[src/rtl/esc_pkg.sv]
// esc_pkg: constants, month table and result layout for the epoch seconds to calendar block
// no dependencies; imported by esc_cdiv and epoch_seconds_to_calendar

package esc_pkg;

	// width of the partial dividend handled by one divider step
	localparam int STEP_W = 31;

	// 86400 = 675 << 7
	localparam int SEC_LOW_W = 7;
	localparam int DAY_ODD = 675;
	localparam int DAY_ODD_REM_W = 10;
	localparam int TOD_W = 17;

	localparam int DAYS_400Y = 146097;
	localparam int DAYS_400Y_REM_W = 18;
	localparam int DAYS_100Y = 36524;
	localparam int DAYS_100Y_REM_W = 16;
	localparam int DAYS_4Y = 1461;
	localparam int DAYS_4Y_REM_W = 11;
	localparam int DAYS_1Y = 365;
	localparam int DAYS_1Y_REM_W = 9;
	localparam int SECS_HOUR = 3600;
	localparam int SECS_HOUR_REM_W = 12;
	localparam int SECS_MIN = 60;
	localparam int SECS_MIN_REM_W = 6;

	localparam logic [3:0] MONTH_FEB = 4'd1;
	localparam int MONTHS = 12;

	localparam logic [8:0] MONTH_START [MONTHS] = '{
		9'd0, 9'd31, 9'd59, 9'd90, 9'd120, 9'd151,
		9'd181, 9'd212, 9'd243, 9'd273, 9'd304, 9'd334
	};

	// first field in the highest bits
	typedef struct packed {
		logic [8:0]  yearday_out;
		logic [5:0]  second_out;
		logic [5:0]  minute_out;
		logic [4:0]  hour_out;
		logic [4:0]  day_of_month_out;
		logic [3:0]  month_out;
		logic [15:0] year_out;
	} result_t;

	localparam int RES_W = $bits(result_t);
	localparam int OUT_W = ((RES_W + 7) / 8) * 8;

	function automatic logic [8:0] month_start(input logic [3:0] month, input logic leap);
		logic [8:0] base;
		base = MONTH_START[month];
		if (leap && month > MONTH_FEB) begin
			base = base + 9'd1;
		end
		return base;
	endfunction

endpackage

[src/rtl/esc_cdiv.sv]
// esc_cdiv: pipelined division by a constant, one digit group per step, two stages per step
// depends on esc_pkg for the step width

module esc_cdiv
	import esc_pkg::*;
#(
	parameter longint unsigned DIVISOR = 675,
	parameter int NUM_W = 33,
	parameter int REM_W = 10,
	parameter int SIDE_W = 7
) (
	input  logic              clk,
	input  logic              arst_n,
	input  logic              en,
	input  logic              in_valid,
	input  logic [NUM_W-1:0]  in_num,
	input  logic [SIDE_W-1:0] in_side,
	output logic              out_valid,
	output logic [NUM_W-1:0]  out_quo,
	output logic [REM_W-1:0]  out_rem,
	output logic [SIDE_W-1:0] out_side
);

	localparam int DIG_W = STEP_W - REM_W;
	localparam int STEPS = (NUM_W + DIG_W - 1) / DIG_W;
	localparam int PAD_W = STEPS * DIG_W;
	localparam int SHIFT = STEP_W + REM_W;
	localparam int RCP_W = STEP_W + 1;
	localparam longint unsigned RCP = ((64'd1 << SHIFT) + DIVISOR - 64'd1) / DIVISOR;
	localparam logic [RCP_W-1:0] RCP_V = RCP_W'(RCP);
	localparam logic [STEP_W-1:0] DIV_V = STEP_W'(DIVISOR);

	logic              vld_s1  [STEPS];
	logic [STEP_W-1:0] v_s1    [STEPS];
	logic [DIG_W-1:0]  qd_s1   [STEPS];
	logic [PAD_W-1:0]  num_s1  [STEPS];
	logic [PAD_W-1:0]  quo_s1  [STEPS];
	logic [SIDE_W-1:0] side_s1 [STEPS];

	logic              vld_s2  [STEPS];
	logic [REM_W-1:0]  rem_s2  [STEPS];
	logic [PAD_W-1:0]  num_s2  [STEPS];
	logic [PAD_W-1:0]  quo_s2  [STEPS];
	logic [SIDE_W-1:0] side_s2 [STEPS];

	for (genvar i = 0; i < STEPS; i++) begin : g_step
		logic                    vin;
		logic [REM_W-1:0]        rin;
		logic [PAD_W-1:0]        nin;
		logic [PAD_W-1:0]        qin;
		logic [SIDE_W-1:0]       sin;
		logic [STEP_W-1:0]       v;
		logic [STEP_W+RCP_W-1:0] prod;
		logic [STEP_W-1:0]       back;
		logic [STEP_W-1:0]       diff;

		if (i == 0) begin : g_first
			assign vin = in_valid;
			assign rin = '0;
			assign nin = PAD_W'(in_num);
			assign qin = '0;
			assign sin = in_side;
		end else begin : g_next
			assign vin = vld_s2[i-1];
			assign rin = rem_s2[i-1];
			assign nin = num_s2[i-1];
			assign qin = quo_s2[i-1];
			assign sin = side_s2[i-1];
		end

		// partial remainder followed by the next digit group
		assign v = {rin, nin[PAD_W-1-i*DIG_W -: DIG_W]};
		assign prod = {{RCP_W{1'b0}}, v} * {{STEP_W{1'b0}}, RCP_V};
		assign back = {{REM_W{1'b0}}, qd_s1[i]} * DIV_V;
		assign diff = v_s1[i] - back;

		always_ff @(posedge clk or negedge arst_n) begin
			if (!arst_n) begin
				vld_s1[i] <= 1'b0;
				vld_s2[i] <= 1'b0;
			end else if (en) begin
				vld_s1[i] <= vin;
				vld_s2[i] <= vld_s1[i];
			end
		end

		always_ff @(posedge clk) begin
			if (en) begin
				v_s1[i]    <= v;
				qd_s1[i]   <= prod[SHIFT +: DIG_W];
				num_s1[i]  <= nin;
				quo_s1[i]  <= qin;
				side_s1[i] <= sin;
				rem_s2[i]  <= diff[REM_W-1:0];
				num_s2[i]  <= num_s1[i];
				quo_s2[i]  <= (quo_s1[i] << DIG_W) | PAD_W'(qd_s1[i]);
				side_s2[i] <= side_s1[i];
			end
		end
	end

	assign out_valid = vld_s2[STEPS-1];
	assign out_quo   = quo_s2[STEPS-1][NUM_W-1:0];
	assign out_rem   = rem_s2[STEPS-1];
	assign out_side  = side_s2[STEPS-1];

endmodule

[config.mk]
export PLATFORM = sky130hd
export DESIGN_NAME = esc_cdiv
export DESIGN_NICKNAME = d
export VERILOG_FILES = /design/src/rtl/esc_pkg.sv /design/src/rtl/esc_cdiv.sv
export SDC_FILE = /design/constraint.sdc
export NUM_CORES = 1
export LEC_CHECK = 0
export CORE_MARGIN = 5
export CORE_UTILIZATION = 50
export DETAILED_ROUTE_END_ITERATION = 8
export DONT_BUFFER_PORTS = 1
export HOLD_SLACK_MARGIN = 0.06
export SYNTH_ARGS = -nofsm -noshare
export SYNTH_HDL_FRONTEND = slang
export SYNTH_SLANG_ARGS = --single-unit
[constraint.sdc]
create_clock -name clk -period 8.3 [get_ports clk]
set_clock_uncertainty 0.05 [all_clocks]
set_input_delay 1.66 -clock clk [delete_from_list [all_inputs] [get_ports clk]]
set_output_delay 1.66 -clock clk [all_outputs]
set_load 0.1 [all_outputs]
# [Word-level counts from Yosys, hierarchy flattened]
# Memory sizes are Yosys's and may differ from the RTL's.
# Cells that the tools add are included.
[classes] n_mux=2 n_bitwise=2 addsub=2 multipliers=4
[op_table] op="bitwise OR 42 x 21 -> 42 bit" n=2
[op_table] op="multiplier 31 x 32 -> 62 bit, second input constant" n=1
[op_table] op="multiplier 12 x 32 -> 44 bit, second input constant" n=1
[op_table] op="multiplier 21 x 10 -> 10 bit, second input constant" n=2
[op_table] op="subtractor 10 bit" n=2
[op_table] op="2-to-1 mux 1 bit" n=2
[word_totals] ram_bits=488 mem_count=9 input_bits=44 ff_bits=4
[mem_list] name="num_s1" depth=2 word_bits=42 rd=2 rd_clocked_by_memory_dff=0 write_ports=2 line_no="esc_cdiv.sv:36" rtl="logic [PAD_W-1:0] num_s1 [STEPS];"
[mem_list] name="num_s2" depth=2 word_bits=42 rd=1 rd_clocked_by_memory_dff=0 write_ports=2 line_no="esc_cdiv.sv:42" rtl="logic [PAD_W-1:0] num_s2 [STEPS];"
[mem_list] name="quo_s1" depth=2 word_bits=42 rd=2 rd_clocked_by_memory_dff=0 write_ports=2 line_no="esc_cdiv.sv:37" rtl="logic [PAD_W-1:0] quo_s1 [STEPS];"
[mem_list] name="quo_s2" depth=2 word_bits=42 rd=2 rd_clocked_by_memory_dff=0 write_ports=2 line_no="esc_cdiv.sv:43" rtl="logic [PAD_W-1:0] quo_s2 [STEPS];"
[mem_list] name="v_s1" depth=2 word_bits=31 rd=2 rd_clocked_by_memory_dff=0 write_ports=2 line_no="esc_cdiv.sv:34" rtl="logic [STEP_W-1:0] v_s1 [STEPS];"
[mem_list] name="qd_s1" depth=2 word_bits=21 rd=2 rd_clocked_by_memory_dff=0 write_ports=2 line_no="esc_cdiv.sv:35" rtl="logic [DIG_W-1:0] qd_s1 [STEPS];"
[mem_list] name="3 more memories"

# [Longest topological paths before layout]
# An unclocked memory read counts as a cell.
[logic_depth] word_depth=3 mapped_depth=26

# [Worst setup path after synthesis]
# No wires, ideal clock.
[synth_path] kind="flip-flop to flip-flop" from="memory num_s2[0][15] in the netlist's numbering" to="memory qd_s1[0][37] in the netlist's numbering, data pin" path_buffers=0 stages_incl_launch_ff=23 setup_time_ns=0.258 arrival_time_ns=6.311 slack_ns=1.682 path_cell_list="edfxtp_1 > ha_1 > fa_1 > inv_1 > fa_1 > inv_1 > fa_1 > fa_1 > fa_1 > fa_1 > inv_1 > fa_1 > inv_1 > ha_1 > and3_4 > nand2_4 > nor4_2 > nand4_1 > o311a_1 > and2_4 > o21a_4 > o21a_1 > xnor2_1"
[synth_rtl] element="from (decl)" line_no="esc_cdiv.sv:42"
[synth_rtl] element="to (decl)" line_no="esc_cdiv.sv:35"

==> summary by stage <==
Yosys
During synthesis, Yosys emitted a total of 0 warnings. The average size of a mapped cell is 11.4 µm². Yosys mapped the design onto between 50 and 60 distinct sky130hd cell types. The synthesized netlist occupies a cell area of roughly 0.025 mm². The share of the Yosys chip area taken by registers is 0.204. Among all flip-flop cells after synthesis, the most frequent one is sky130_fd_sc_hd__edfxtp_1.

The synthesized flop and latch total is between 150 and 200. The synthesized design contains ~160 enable-type register cells. In the synthesized netlist the async set-or-reset flop fraction comes to 0.0238.

The cell count after synthesis is ~2200.

Clock network
The clock tree buffer depth is 2. The CTS tree is built. CTS saw ~170 sinks. The CTS buffer count is 17. In this run the number of H-tree levels came out at 4. The post-cts hold buffer count is 0.

At the later pin of the worst-skew pair, clock insertion delay measures between 0.4 and 0.5 ns. Once the clock tree was built, the setup fixing pass inserted 0 buffers. Gates resized during post-CTS repair numbered 0.

The clock-pin slew reported for the worst setup and hold paths after clock tree synthesis is ~0.09 ns. The clock tree root buffer cell is sky130_fd_sc_hd__clkbuf_16.

Detailed routing
Once detail routing completed, the nets flagged for antenna violations numbered 0. The total via count in the routed design is 14800. The first-iteration detailed-routing DRC count is approximately 600. The average wire per cell in the routed design is between 20 and 25 µm.

Dividing the detail-routed via count by the number of cells gives around 5.2. The count of TritonRoute iterations in the first routing pass is 5. After detailed routing, the number of remaining DRC violations is 0. The total detailed-routing wirelength is about 60 mm.

Worst setup path
The maximum fanout encountered on the critical timing path is 9. In this design, the critical path's most frequently occurring cell is sky130_fd_sc_hd__fa_1. The highest-delay cell along the critical path is sky130_fd_sc_hd__edfxtp_1. The setup slack on the worst flop-to-flop path is approximately 0.60 ns. Data on the critical path is required at its endpoint by 8.50 ns. The nature of the critical path endpoint is a flip-flop. The worst setup path is launched from a flip-flop. The signal on the critical path passes through ha_1 > ha_1 > inv_1 > fa_1 > fa_1 > fa_1 > inv_1 > fa_1 > fa_1 > fa_1 > ha_1 > and3_2 > nand4_1 > nor4_1 > nand2_1 > a31oi_1 > o21ai_0 > a21oi_1 > a21oi_1 > xnor2_1. The origin of the critical flop-to-flop path is num_s2[0][16].

In this design, the stage delay of the slowest critical-path cell is 0.84 ns. The kind of cell with the highest combined delay along the critical path is adder cells. The depth of the worst register-to-register path is 20. Together, buffers and inverters on the worst path number 2.

The end of the worst register-to-register path is qd_s1[0][40]. The worst setup path is of the reg -> reg kind. The data arrival time of the worst path is roughly 7.9 ns.

STA
The final count of hold timing violations was 0. The post-route fraction of the period consumed by the critical path is 0.928. Setup repair after global routing left no endpoint under its margin. The max-slew violation count is 0. For this run, the top clock speed supported by timing is 0.130 GHz.

The final critical-path required period is slightly below 8 ns. Headroom to the max-slew limit came out at 0.379. At the pin with the least slew margin, the transition time is 0.933 ns. The total setup violations reported at the end of the flow is 0. In the final timing run, aggregate negative setup slack is 0 ns.

Global routing
The number of global-route vias before repair is around 17000. The wire length of the first global-routing pass is 95.8 mm. The all-layer global routing usage is 0.237. Global routing finished with a remaining overflow of 0.

The initial antenna violation count is 0. Entering global routing, the biggest net connects between 150 and 200 pins.

Floorplan
After floorplanning, the core was divided into between 80 and 90 placement rows. The initial utilization of the core area, before any placement, comes to 0.504. The floorplan die width is roughly 230 µm. During I/O placement, the number of pins put on the boundary was 95. The core region area is between 0.04 and 0.05 mm².

The die extent in y is between 200 and 250 µm. The total die area is around 0.054 mm².

Place
The placer's final routability congestion estimate is ~0.9. The final HPWL from detailed placement is between 50 and 60 mm. Port buffering added 0 buffers.

Status
The flow ran to the end, and the final reports show no timing, DRC or antenna violations.

Layout
In the layout the commonest cells are sky130_fd_sc_hd__inv_1 (634), sky130_fd_sc_hd__ha_1 (590), sky130_fd_sc_hd__fa_1 (363). The layout cell share with drive strength beyond 1 is 0.0218. The most frequent standard cell in the layout excluding fill and tap cells is sky130_fd_sc_hd__inv_1. The fill cell instance count of the final layout is roughly 4400.

The area growth from synthesis to layout is 5.81%. The antenna diode count is 0. The final layout contains 3183 nets.

Hold path
The worst hold path belongs to the class reg -> reg. The worst hold endpoint is side_s2[0][9]. In this run the most critical hold path is launched from side_s1[0][9]. The worst hold path passes through 0 cells.

Flow run
The number of max-cap violations is 0.
metal layers:
layer	global-route usage	wire, µm	vias to the layer above
met2	0.412	30200	304
li1	-	-	7005
met1	0.313	26000	7385
met5	0	0	-
met3	0.0309	2430	59
met4	0.0646	1290	0
cells in the mapped netlist (2+ instances only):
| cell type | count | area [µm²] |
|---|---|---|
| sky130_fd_sc_hd__or3_1 | 2 | 12.5 |
| sky130_fd_sc_hd__a2111oi_0 | 2 | 17.5 |
| sky130_fd_sc_hd__inv_1 | 634 | 2380 |
| sky130_fd_sc_hd__a21boi_0 | 3 | 22.5 |
| sky130_fd_sc_hd__nor2b_1 | 5 | 31.3 |
| sky130_fd_sc_hd__o311a_1 | 2 | 20.0 |
| sky130_fd_sc_hd__nor3_1 | 16 | 80.1 |
| sky130_fd_sc_hd__mux2_2 | 4 | 45.0 |
| sky130_fd_sc_hd__a211oi_1 | 6 | 45.0 |
| sky130_fd_sc_hd__o21ai_0 | 30 | 150 |
| sky130_fd_sc_hd__nand2b_1 | 2 | 12.5 |
| sky130_fd_sc_hd__xnor2_1 | 45 | 394 |
| sky130_fd_sc_hd__a211o_1 | 2 | 17.5 |
| sky130_fd_sc_hd__nor2_1 | 32 | 120 |
| sky130_fd_sc_hd__nand4_1 | 19 | 119 |
| sky130_fd_sc_hd__dfrtp_1 | 4 | 100 |
| sky130_fd_sc_hd__o211ai_1 | 10 | 75.1 |
| sky130_fd_sc_hd__o21a_1 | 11 | 82.6 |
| sky130_fd_sc_hd__a21o_1 | 24 | 180 |
| sky130_fd_sc_hd__clkbuf_1 | 3 | 11.3 |
| sky130_fd_sc_hd__fa_1 | 363 | 7270 |
| sky130_fd_sc_hd__xor2_1 | 11 | 96.3 |
| sky130_fd_sc_hd__a31oi_1 | 6 | 37.5 |
| sky130_fd_sc_hd__nor3b_1 | 3 | 22.5 |
| sky130_fd_sc_hd__ha_1 | 590 | 7380 |
| sky130_fd_sc_hd__nand3_1 | 11 | 55.1 |
| sky130_fd_sc_hd__o21bai_1 | 7 | 52.6 |
| sky130_fd_sc_hd__or2_2 | 2 | 12.5 |
| sky130_fd_sc_hd__nor4_1 | 5 | 31.3 |
| sky130_fd_sc_hd__buf_4 | 9 | 67.6 |
| sky130_fd_sc_hd__a21oi_1 | 74 | 370 |
| sky130_fd_sc_hd__o31ai_1 | 2 | 15.0 |
| sky130_fd_sc_hd__o31a_1 | 3 | 26.3 |
| sky130_fd_sc_hd__nand2_1 | 36 | 135 |
| sky130_fd_sc_hd__and3_1 | 7 | 43.8 |
| sky130_fd_sc_hd__edfxtp_1 | 164 | 4920 |
| sky130_fd_sc_hd__a311oi_1 | 2 | 17.5 |
worst reg2reg max path, cell delays in order (launching register included):
cell,delay (ns)
sky130_fd_sc_hd__edfxtp_1,0.84
sky130_fd_sc_hd__ha_1,0.47
sky130_fd_sc_hd__ha_1,0.33
sky130_fd_sc_hd__inv_1,0.06
sky130_fd_sc_hd__fa_1,0.50
sky130_fd_sc_hd__fa_1,0.53
sky130_fd_sc_hd__fa_1,0.49
sky130_fd_sc_hd__inv_1,0.05
sky130_fd_sc_hd__fa_1,0.44
sky130_fd_sc_hd__fa_1,0.55
sky130_fd_sc_hd__fa_1,0.47
sky130_fd_sc_hd__ha_1,0.35
sky130_fd_sc_hd__and3_2,0.24
sky130_fd_sc_hd__nand4_1,0.13
sky130_fd_sc_hd__nor4_1,0.41
sky130_fd_sc_hd__nand2_1,0.15
sky130_fd_sc_hd__a31oi_1,0.35
sky130_fd_sc_hd__o21ai_0,0.28
sky130_fd_sc_hd__a21oi_1,0.46
sky130_fd_sc_hd__a21oi_1,0.15
sky130_fd_sc_hd__xnor2_1,0.14
registers in the layout (all words and copies together), names as in the netlist:
register,cells
quo_s2,27
qd_s1,24
num_s1,21
num_s2,21
rem_s2,20
v_s1,20
side_s1,14
side_s2,14
quo_s1,3
vld_s1,2
g_step.vin,1
out_valid,1
stage by stage:
| step | hold WS [ns] | cells | cell area (µm²) | setup WS, ns | utilization |
|---|---|---|---|---|---|
| 4_1_cts | 0.370 | 2863 | 26100 | 0.541 | 0.534 |
| 5_1_grt | 0.379 | 2863 | 26100 | 0.332 | 0.534 |
| 3_5_place_dp | 0.355 | 2831 | 25400 | 0.559 | 0.521 |
| 3_3_place_gp | 0.351 | 2831 | 25400 | 0.571 | 0.521 |
| 2_1_floorplan | 0.350 | 2177 | 24700 | 1.68 | - |
| 6_report | 0.367 | 2863 | 26100 | 0.600 | 0.534 |
cell families after synthesis:
logic type	count (synthesis)	share of synthesized area
simple gates	148	0.0306
compound gates	192	0.0492
flops	168	0.204
xor+xnor	56	0.0199
fa+ha+maj	953	0.594
mux	4	0.00183
other cells	1	0.000152
buf+inv	647	0.100
layout make-up:
cell class	count	area, µm²	area share
flip-flops and latches	168	5020	0.193
inverters	634	2380	0.0913
repair buffers	3	22.5	0.000864
multi-input cells	1362	17200	0.659
clock inverters	15	206	0.00792
well taps	664	831	0.0319
clock buffers	17	425	0.0163
worst max path at each step:
stage                   from            to  slack, ns  cells past startpoint
2_1_floorplan  num_s2[0][15]  qd_s1[0][37]       1.68                     22
3_3_place_gp   num_s2[0][17]  qd_s1[0][40]       0.57                     20
3_5_place_dp   num_s2[0][16]  qd_s1[0][40]       0.56                     20
4_1_cts        num_s2[0][16]  qd_s1[0][40]       0.54                     20
5_1_grt        num_s2[0][11]  qd_s1[0][40]       0.33                     24
6_report       num_s2[0][16]  qd_s1[0][40]       0.60                     20
Power is left out: the tool's default activity adds up to more than one toggle a clock period on the data nets, which glitch-free logic cannot reach.
